[config.mk]
export PLATFORM = sky130hd
export DESIGN_NAME = sorted_priority_task_queue
export DESIGN_NICKNAME = d
export VERILOG_FILES = /design/src/spq_pkg.sv /design/src/sorted_priority_task_queue.sv /design/src/spq_cell.sv
export SDC_FILE = /design/constraint.sdc
export NUM_CORES = 1
export LEC_CHECK = 0
export BUFFER_PORTS_ARGS = -buffer_cell sky130_fd_sc_hd__buf_2
export CAP_MARGIN = 5
export CORE_MARGIN = 2
export CORE_UTILIZATION = 45
export CTS_CLUSTER_SIZE = 10
export DETAILED_ROUTE_END_ITERATION = 6
export SYNTH_ARGS = -nofsm -noshare
export SYNTH_HDL_FRONTEND = slang
export SYNTH_SLANG_ARGS = --single-unit
[constraint.sdc]
create_clock -name clk -period 9.4 [get_ports clk]
set_input_delay 1.41 -clock clk [delete_from_list [all_inputs] [get_ports clk]]
set_output_delay 1.41 -clock clk [all_outputs]
set_load 0.02 [all_outputs]
[src/spq_pkg.sv]
// ----------------------------------------------------------------------------
// spq_pkg
// Types and constants shared by the sorted priority task queue and its cells.
// ----------------------------------------------------------------------------
package spq_pkg;

  localparam int ENTRIES = 16;
  localparam int CNT_W   = $clog2(ENTRIES + 1);
  localparam int OP_W    = 2;
  localparam int ID_W    = 8;
  localparam int PRIO_W  = 16;
  localparam int ST_W    = 2;
  localparam int OCC_W   = 5;

  typedef enum logic [OP_W-1:0] {
    OP_INSERT     = 2'd0,
    OP_REMOVE_TOP = 2'd1,
    OP_REMOVE_ID  = 2'd2
  } op_t;

  typedef enum logic [ST_W-1:0] {
    ST_OK       = 2'd0,
    ST_FULL     = 2'd1,
    ST_EMPTY    = 2'd2,
    ST_NOTFOUND = 2'd3
  } status_t;

  typedef struct packed {
    logic                     valid;
    logic signed [PRIO_W-1:0] prio;
    logic [ID_W-1:0]          task_id;
  } entry_t;

  typedef struct packed {
    logic                     ins;
    logic                     rem_id;
    logic [ID_W-1:0]          task_id;
    logic signed [PRIO_W-1:0] prio;
  } cmd_t;

endpackage

[src/sorted_priority_task_queue.sv]
// ----------------------------------------------------------------------------
// sorted_priority_task_queue
// Sorted priority queue of task entries built as a row of shifting cells.
// ----------------------------------------------------------------------------
// Usage: each input transaction carries an operation (insert, remove top,
// remove by task id), a task id and a signed priority. Every transaction
// yields exactly one result transaction with status, removed id, the top
// id after the operation, a top valid flag and the occupancy.
// All cells compare against the broadcast command in the same cycle and
// shift toward or away from the top, so one operation completes per cycle
// while results are taken. out_valid rises in the cycle after acceptance;
// throughput is one transaction per cycle, set by the single result register.
// The queue accepts a new transaction while a result is pending as long as
// that result is taken in the same cycle; when the receiver stalls, the
// result register holds and in_ready drops until it is taken.
// Reset empties the queue (all slot valid bits and the count are cleared)
// and drops any pending result.
// ----------------------------------------------------------------------------
module sorted_priority_task_queue (
  input  logic                             clk,
  input  logic                             rst_n,
  input  logic                             in_valid,
  output logic                             in_ready,
  input  logic [spq_pkg::OP_W-1:0]         in_op,
  input  logic [spq_pkg::ID_W-1:0]         in_task_id,
  input  logic signed [spq_pkg::PRIO_W-1:0] in_priority_req,
  output logic                             out_valid,
  input  logic                             out_ready,
  output logic [spq_pkg::ST_W-1:0]         out_status,
  output logic [spq_pkg::ID_W-1:0]         out_removed_id,
  output logic                             out_top_valid,
  output logic [spq_pkg::ID_W-1:0]         out_top_id,
  output logic [spq_pkg::OCC_W-1:0]        out_occupancy
);

  localparam int N = spq_pkg::ENTRIES;

  spq_pkg::entry_t              cur   [N];
  spq_pkg::entry_t              nxt   [N];
  spq_pkg::entry_t              upper [N];
  spq_pkg::entry_t              lower [N];
  logic [N:0]                   go;
  logic [N:0]                   seen;
  spq_pkg::cmd_t                cmd;
  spq_pkg::entry_t              empty_entry;

  logic                         accept;
  logic                         full;
  logic                         empty;
  logic                         found;
  logic                         do_ins;
  logic                         do_rem;
  logic                         rem_top;
  spq_pkg::status_t             status;
  logic [spq_pkg::ID_W-1:0]     removed;

  logic [spq_pkg::CNT_W-1:0]    count_r;
  logic [spq_pkg::CNT_W-1:0]    count_nxt;
  logic                         out_valid_r;
  logic [spq_pkg::ST_W-1:0]     status_r;
  logic [spq_pkg::ID_W-1:0]     removed_r;
  logic                         top_valid_r;
  logic [spq_pkg::ID_W-1:0]     top_id_r;
  logic [spq_pkg::OCC_W-1:0]    occ_r;

  assign in_ready = !out_valid_r || out_ready;
  assign accept   = in_valid && in_ready;

  assign empty_entry.valid   = 1'b0;
  assign empty_entry.prio    = '0;
  assign empty_entry.task_id = '0;

  assign full  = cur[N-1].valid;
  assign empty = !cur[0].valid;
  assign found = seen[N];

  always_comb begin
    do_ins  = 1'b0;
    do_rem  = 1'b0;
    rem_top = 1'b0;
    unique case (spq_pkg::op_t'(in_op))
      spq_pkg::OP_INSERT:     do_ins = accept && !full;
      spq_pkg::OP_REMOVE_TOP: rem_top = accept && !empty;
      spq_pkg::OP_REMOVE_ID:  do_rem = accept && !empty;
      default: ;
    endcase
  end

  assign cmd.ins     = do_ins;
  assign cmd.rem_id  = do_rem;
  assign cmd.task_id = in_task_id;
  assign cmd.prio    = in_priority_req;

  assign go[0]   = 1'b0;
  assign seen[0] = rem_top;

  for (genvar i = 0; i < N; i++) begin : g_cell
    if (i == 0) begin : g_first
      assign upper[i] = empty_entry;
    end else begin : g_mid_u
      assign upper[i] = cur[i-1];
    end
    if (i == N - 1) begin : g_last
      assign lower[i] = empty_entry;
    end else begin : g_mid_l
      assign lower[i] = cur[i+1];
    end
    spq_cell u_cell (
      .clk         (clk),
      .rst_n       (rst_n),
      .cmd         (cmd),
      .upper_entry (upper[i]),
      .lower_entry (lower[i]),
      .go_in       (go[i]),
      .go_out      (go[i+1]),
      .seen_in     (seen[i]),
      .seen_out    (seen[i+1]),
      .entry       (cur[i]),
      .entry_nxt   (nxt[i])
    );
  end

  always_comb begin
    status    = spq_pkg::ST_OK;
    removed   = '0;
    count_nxt = count_r;
    unique case (spq_pkg::op_t'(in_op))
      spq_pkg::OP_INSERT: begin
        if (full) begin
          status = spq_pkg::ST_FULL;
        end else begin
          count_nxt = count_r + 1'b1;
        end
      end
      spq_pkg::OP_REMOVE_TOP: begin
        if (empty) begin
          status = spq_pkg::ST_EMPTY;
        end else begin
          removed   = cur[0].task_id;
          count_nxt = count_r - 1'b1;
        end
      end
      spq_pkg::OP_REMOVE_ID: begin
        if (empty) begin
          status = spq_pkg::ST_EMPTY;
        end else if (!found) begin
          status = spq_pkg::ST_NOTFOUND;
        end else begin
          removed   = in_task_id;
          count_nxt = count_r - 1'b1;
        end
      end
      default: ;
    endcase
  end

  always_ff @(posedge clk) begin
    if (!rst_n) begin
      count_r     <= '0;
      out_valid_r <= 1'b0;
    end else begin
      if (accept) begin
        count_r     <= count_nxt;
        out_valid_r <= 1'b1;
      end else if (out_ready) begin
        out_valid_r <= 1'b0;
      end
    end
    if (accept) begin
      status_r    <= status;
      removed_r   <= removed;
      top_valid_r <= nxt[0].valid;
      top_id_r    <= nxt[0].valid ? nxt[0].task_id : '0;
      occ_r       <= spq_pkg::OCC_W'(count_nxt);
    end
  end

  assign out_valid      = out_valid_r;
  assign out_status     = status_r;
  assign out_removed_id = removed_r;
  assign out_top_valid  = top_valid_r;
  assign out_top_id     = top_id_r;
  assign out_occupancy  = occ_r;

endmodule

[src/spq_cell.sv]
// ----------------------------------------------------------------------------
// spq_cell
// One slot of the sorted queue: holds an entry and shifts toward or away
// from the top together with its neighbors.
// ----------------------------------------------------------------------------
module spq_cell (
  input  logic             clk,
  input  logic             rst_n,
  input  spq_pkg::cmd_t    cmd,
  input  spq_pkg::entry_t  upper_entry,
  input  spq_pkg::entry_t  lower_entry,
  input  logic             go_in,
  output logic             go_out,
  input  logic             seen_in,
  output logic             seen_out,
  output spq_pkg::entry_t  entry,
  output spq_pkg::entry_t  entry_nxt
);

  logic                             valid_r;
  logic signed [spq_pkg::PRIO_W-1:0] prio_r;
  logic [spq_pkg::ID_W-1:0]         task_r;
  spq_pkg::entry_t                  new_entry;
  logic                             match;

  assign entry.valid   = valid_r;
  assign entry.prio    = prio_r;
  assign entry.task_id = task_r;

  // insert position is the first slot that is empty or holds a lower priority
  assign go_out = !(valid_r && (prio_r >= cmd.prio));
  assign match  = cmd.rem_id && valid_r && (task_r == cmd.task_id);
  assign seen_out = seen_in || match;

  always_comb begin
    new_entry.valid   = 1'b1;
    new_entry.prio    = cmd.prio;
    new_entry.task_id = cmd.task_id;
    entry_nxt = entry;
    if (cmd.ins) begin
      if (go_in) begin
        entry_nxt = upper_entry;
      end else if (go_out) begin
        entry_nxt = new_entry;
      end
    end else if (seen_out) begin
      entry_nxt = lower_entry;
    end
  end

  always_ff @(posedge clk) begin
    if (!rst_n) begin
      valid_r <= 1'b0;
    end else begin
      valid_r <= entry_nxt.valid;
    end
    prio_r <= entry_nxt.prio;
    task_r <= entry_nxt.task_id;
  end

endmodule
After elaboration in Yosys (flattened, before gate mapping)
Index checks and enable logic that the tools add are counted.
- register bits after elaboration: 430
- latch bits: 0
- bits in writable memories: 0
- memory bits (read-only): 0
- memories kept: 0
- $add $sub $neg: 2
- multipliers: 0
- div/mod/pow operators: 0
- magnitude comparators: 16
- equality and inequality tests: 34
- shift-type cells: 0
- muxes and demuxes: 82
- bitwise logic cells: 0
- reductions and logical operators: 104
- operators by type and width (cell ; number):
    25-bit 2-to-1 mux ; 63
    16-bit greater-or-equal comparator ; 16
    8-bit equality test ; 16
    1-bit logical AND ; 51
    3-bit != test, second input constant ; 15
    2-bit nonzero test ; 17
    2-bit AND reduction ; 16
    8-bit 2-to-1 mux ; 3
    5-bit 2-to-1 mux ; 4
    1-bit logical OR ; 17
    8-bit case mux with 2 select lines ; 1
    5-bit case mux with 3 select lines ; 1
    1-bit 2-to-1 mux ; 6
    2-bit 2-to-1 mux ; 3
    2-bit case mux with 3 select lines ; 1
    5-bit by 1-bit adder with 5-bit output, second input constant ; 1
    5-bit by 1-bit subtractor with 5-bit output, second input constant ; 1
    2-bit by 1-bit equality test with 1-bit output, second input constant ; 1
    2-bit equality test, second input constant ; 1
    1-bit zero test ; 2
    2-bit zero test ; 1
    2-bit != test, second input constant ; 1

Logic depth before layout (Yosys ltp)
- word-level depth: 26
- depth in mapped cells: 12
- depth with buffers taken out: 10

By module
A second synthesis with hierarchy kept.
- cell total of the unflattened synthesis: 4694
- area total of the unflattened synthesis: 38361.8 um^2
- modules (own cells, without submodules) (module ; times used ; cells an instance ; area an instance (um^2) ; sequential area each (um^2)):
    spq_cell at g_cell[0].u_cell ... ; 8 ; 286 ; 2412.3 ; 500.5
    spq_cell at g_cell[2].u_cell ... ; 8 ; 284 ; 2194.6 ; 500.5
    sorted_priority_task_queue ; 1 ; 134 ; 1506.4 ; 840.8

Worst setup path after synthesis
Ideal clock, no wire load.
- kind: input to register
- start: input in_priority_req[9] in the netlist's numbering
- end: register g_cell[10].u_cell.prio_r[0] in the netlist's numbering, enable pin
- setup time: 0.442 ns
- arrival: 5.296 ns
- data required time: 8.958 ns
- path slack: 3.662 ns
- stages on the path: 11
- path through: inv_1 ha_1 a21o_1 a21o_1 a211oi_1 o21ai_0 o311a_1 o21ai_2 buf_2 nor2_1 a21boi_0
- cells in the longest elaborated chain, start to end: 4
- RTL lines (item ; RTL line ; source):
    start, declared ; sorted_priority_task_queue.sv:26 ; input logic signed [spq_pkg::PRIO_W-1:0] in_priority_req,
    16-bit greater-or-equal comparator ; spq_cell.sv:31 ; assign go_out = !(valid_r && (prio_r >= cmd.prio));
    1-bit logical AND ; spq_cell.sv:31 ;
    3-bit != test (no source line) (*) ; - ;
    2-bit AND reduction (no source line) (*) ; - ;
    end signal, assigned ; spq_cell.sv:57 ; prio_r <= entry_nxt.prio;
    end, declared ; spq_cell.sv:21 ; logic signed [spq_pkg::PRIO_W-1:0] prio_r;
Every way passes the cells marked *; elsewhere a longest branch is shown, timed or not.
A chain may end at the register's enable or synchronous reset.

Worst setup path after layout
- start: input in_priority_req[9] in the netlist's numbering
- end: register g_cell[3].u_cell.prio_r[11] in the netlist's numbering, enable pin
- cells in the longest elaborated chain, start to end: 4
- RTL lines (item ; RTL line):
    16-bit greater-or-equal comparator ; spq_cell.sv:31
    1-bit logical AND ; spq_cell.sv:31
    3-bit != test (no source line) (*) ; -
    2-bit AND reduction (no source line) (*) ; -
    end signal, assigned ; spq_cell.sv:57
    end, declared ; spq_cell.sv:21
Marks and branches as above.

==> flow_summary.json <==
{
  "status": "completed",
  "worstSetupPathDepth": 12,
  "postCtsSetupRepairBufs": 0,
  "detailed_route_vias_per_instance": 6.47,
  "hold_buf_cts": 0,
  "pwr_density_cell_mw_per_mm2": 150,
  "finalPower_uw": 4940,
  "path_cells": "buf_2, inv_1, ha_1, nand4_1, or2_2, nor4_1, nor4b_1, o211ai_1, o21ai_4, nor2_1, a22oi_2, buf_4",
  "synth_edf_count": 400,
  "synth_xor_xnor_area_share_pct": 3.77,
  "period_needed_ns": 5.14,
  "post_synth_instance_area_mm2": 0.0304,
  "crit_buf_inv": 3,
  "cts-root-buf": "clkbuf_16",
  "clock_tree.buffer_depth": 3,
  "internal_power_uw": 3550,
  "rr_worst_depth": 10,
  "cp_top_family": "compound AO/OA/AOI/OAI gates",
  "post-route-period-util_pct": 54.6,
  "pwr-share-clk_pct": 39.2,
  "synth-compound-area-share_pct": 19.7,
  "yosys.area.top_type": "edfxtp_1",
  "synth.yosys.seq_area_share_pct": 41.4,
  "clock.fmax_mhz": 195,
  "timing_hold_violations_final": 0,
  "crit_path_max_fanout": 16,
  "gpl_congestion": 0.869,
  "timing.critical_path.from_type": "input pin",
  "synth_async_sr_flop_share_pct": 0,
  "final_nets": 3332,
  "flow.area_growth_from_synthesis_pct": 8.02,
  "power.share.combinational_pct": 14.9,
  "critPathCaptureType": "flip-flop",
  "number_of_search_and_repair_iterations_in_the_first_detailed_routing_pass": 6,
  "cts-buffers-inserted": 52,
  "count_of_placed_standard_cells_in_the_final_layout_fillers_left_out": 3972,
  "die_w_um": 264,
  "synth.top_cell.area_share_pct": 39.5,
  "fp.coreArea_mm2": 0.0670,
  "multi_input_area_mm2": 0.0165,
  "synth_simple_gate_area_share_pct": 14.1,
  "max_cap_viol_count": 0,
  "routedWlPerCell_um": 24.0,
  "met3WireLength_um": 7330,
  "number_of_antenna_violations_at_the_first_check_in_global_routing": 6,
  "grt_max_degree": 167,
  "post_synth.cell_area_avg_um2": 9.72,
  "dp_hpwl_um": 66600,
  "dieHeight_um": 264,
  "grt_pass1_vias": 25667,
  "rsz0062_at_grt": "no",
  "synth_top_family_by_area": "compound AO/OA/AOI/OAI gates",
  "yosys_register_bits": 430,
  "total_switching_power_uw": 1390,
  "vias": 25707,
  "cts_tree": "done",
  "detailroute.wirelength.met2_um": 42400,
  "fillerInstances": 6283,
  "pwr-share-seq_pct": 45.9,
  "syn_nets": 3406,
  "clock-sinks": 430,
  "tightestPinTransition_ns": 1.23,
  "critPathSlowestCell": "a22oi_2",
  "setup_total_negative_slack_ns": 0,
  "detail_route.drc_violations": 0,
  "post_cts_resize_count": 0,
  "cts_max_level": 2,
  "ioPinCount": 56,
  "total_global_routing_overflow": 0,
  "dieArea_mm2": 0.0697,
  "setup.worst_path.class": "input pin to flip-flop",
  "multiplexer_share_of_the_synthesized_area_pct": 5.94,
  "synth_unique_cells": 86,
  "critPathArrivalTime_ns": 5.41,
  "report.final.setup_viol": 0,
  "route.layer.met1.wl_um": 42300,
  "ys.flop_type": "edfxtp_1",
  "critical_path_required_ns": 9.68,
  "worst_skew_pair.late_latency_ns": 0.61,
  "drt.antenna.violating_nets": 0,
  "top_post_synthesis_cells_by_count": "edfxtp_1, nand2_1, o21ai_0, ha_1, nor2_1",
  "vdd_drop_max_uv": 138,
  "grt_use_total_pct": 26.8,
  "initial_utilization_pct": 45.4,
  "crit_path_max_incr_delay_ns": 0.63,
  "initialDrtViolationCount": 2782,
  "timing.slew.headroom_pct": 18.3,
  "dp.cells": 3874,
  "most_used_standard_cell_by_instance_count_after_synthesis": "edfxtp_1",
  "io_buffer_count": 55,
  "synthCells": 3130,
  "finClkSkew_ns": 0.0194,
  "cellLeakagePower_uw": 0.0128,
  "grt_first_pass_wirelength_um": 149000,
  "top_layer": "met5",
  "power_switching_share_pct": 28.1,
  "hold_path.class": "flip-flop to flip-flop",
  "clkTransAtPathRegs_ns": 0.06,
  "fin_max_slew_vios": 0,
  "cells_on_worst_hold_path": 2,
  "synth-adder-area-share_pct": 10.1,
  "register_area_mm2": 0.0126,
  "num_rows": 95,
  "finalWirelength_um": 95200,
  "ys.warnings.count": 0,
  "layout-drive-gt1-share_pct": 9.02,
  "ys_top_cells_by_area": "edfxtp_1, ha_1, mux2i_1, o21ai_0, nand2_1"
}
==> tightest hold or removal path, stage by stage, from the launching register on <==
cell and delay, ns:
edfxtp_1 0.32, nand2_1 0.04, o21ai_0 0.05
==> per-stage QoR <==
stage                     hold WS (ns)  utilization [%]  area, µm²  setup WS [ns]
after floorplan                  0.470                -      30400           3.66
after global placement           0.503             46.6      31300           3.72
after detailed placement         0.511             46.6      31300           3.73
after CTS                        0.524             49.0      32800           4.29
after global routing             0.558             49.0      32900           4.04
final                            0.520             49.0      32900           4.26
==> state kept, by name (all words and copies together), names as in the netlist <==
signal	flops
out_top_id	8
out_top_valid	1
out_removed_id	8
g_cell.u_cell.prio_r	256
g_cell.u_cell.valid_r	16
out_valid	1
out_status	2
out_occupancy	5
g_cell.u_cell.task_r	128
count_r	5
==> power groups by stage <==
stage / clock network, µW / logic [µW] / registers [µW]
floorplan: 0 / 519 / 2280
global placement: 0 / 697 / 2310
detailed placement: 0 / 721 / 2310
CTS: 1970 / 725 / 2270
global route: 2040 / 811 / 2280
finish: 1940 / 736 / 2270
==> worst paths after layout <==
check	from	to	slack, ns
worst min-delay path	g_cell[15].u_cell.prio_r[6]	g_cell[14].u_cell.prio_r[6]	0.52
worst max register to register	g_cell[3].u_cell.prio_r[9]	g_cell[3].u_cell.prio_r[11]	5.53
worst max-delay path	in_priority_req[9]	g_cell[3].u_cell.prio_r[11]	4.26
worst min register to register	g_cell[15].u_cell.prio_r[6]	g_cell[14].u_cell.prio_r[6]	0.52
==> cell type report <==
cell class / count / share of cell area [%]
multi-input combinational: 2384 / 50.2
sequential: 430 / 38.4
clock buffer: 87 / 4.58
tap: 873 / 3.32
timing repair buffer: 127 / 2.62
inverter: 61 / 0.697
clock inverter: 5 / 0.179
antenna: 5 / 0.0381
==> logic make-up (layout without fill, tap and decap cells) <==
family,Yosys count,count (layout)
compound gates,916,916
xor+xnor,131,131
fa+ha+maj,246,246
buf+inv,316,280
flops,430,430
mux,179,179
other cells,0,5
simple gates,912,912
==> per-layer routing <==
layer	global-route usage, %	vias up
li1	-	11748
met5	0	-
met4	9.87	2
met2	41.3	1094
met1	38.1	12647
met3	3.90	216
==> placed cells by master, fill, tap and decap left out, types with 6 or more instances in the layout <==
master,count
o21ai_0,252
a21o_1,70
nand4_1,84
nor3_1,80
a2111oi_2,6
a31oi_1,32
nand3_1,96
a22o_1,15
o221a_2,27
nor4_1,37
nor2b_1,15
o21a_1,19
edfxtp_1,400
nand2b_1,15
o22ai_1,24
nand2_1,319
clkbuf_16,54
xnor2_1,113
a21boi_1,7
or3_1,13
mux2i_1,176
ha_1,246
o211ai_1,114
a21oi_1,181
a211oi_1,66
buf_2,55
nor2_1,210
a2111oi_0,28
buf_4,69
dfxtp_1,29
clkbuf_1,30
inv_1,60
o221ai_1,6
xor2_1,18
(Power assumes the default switching activity.)
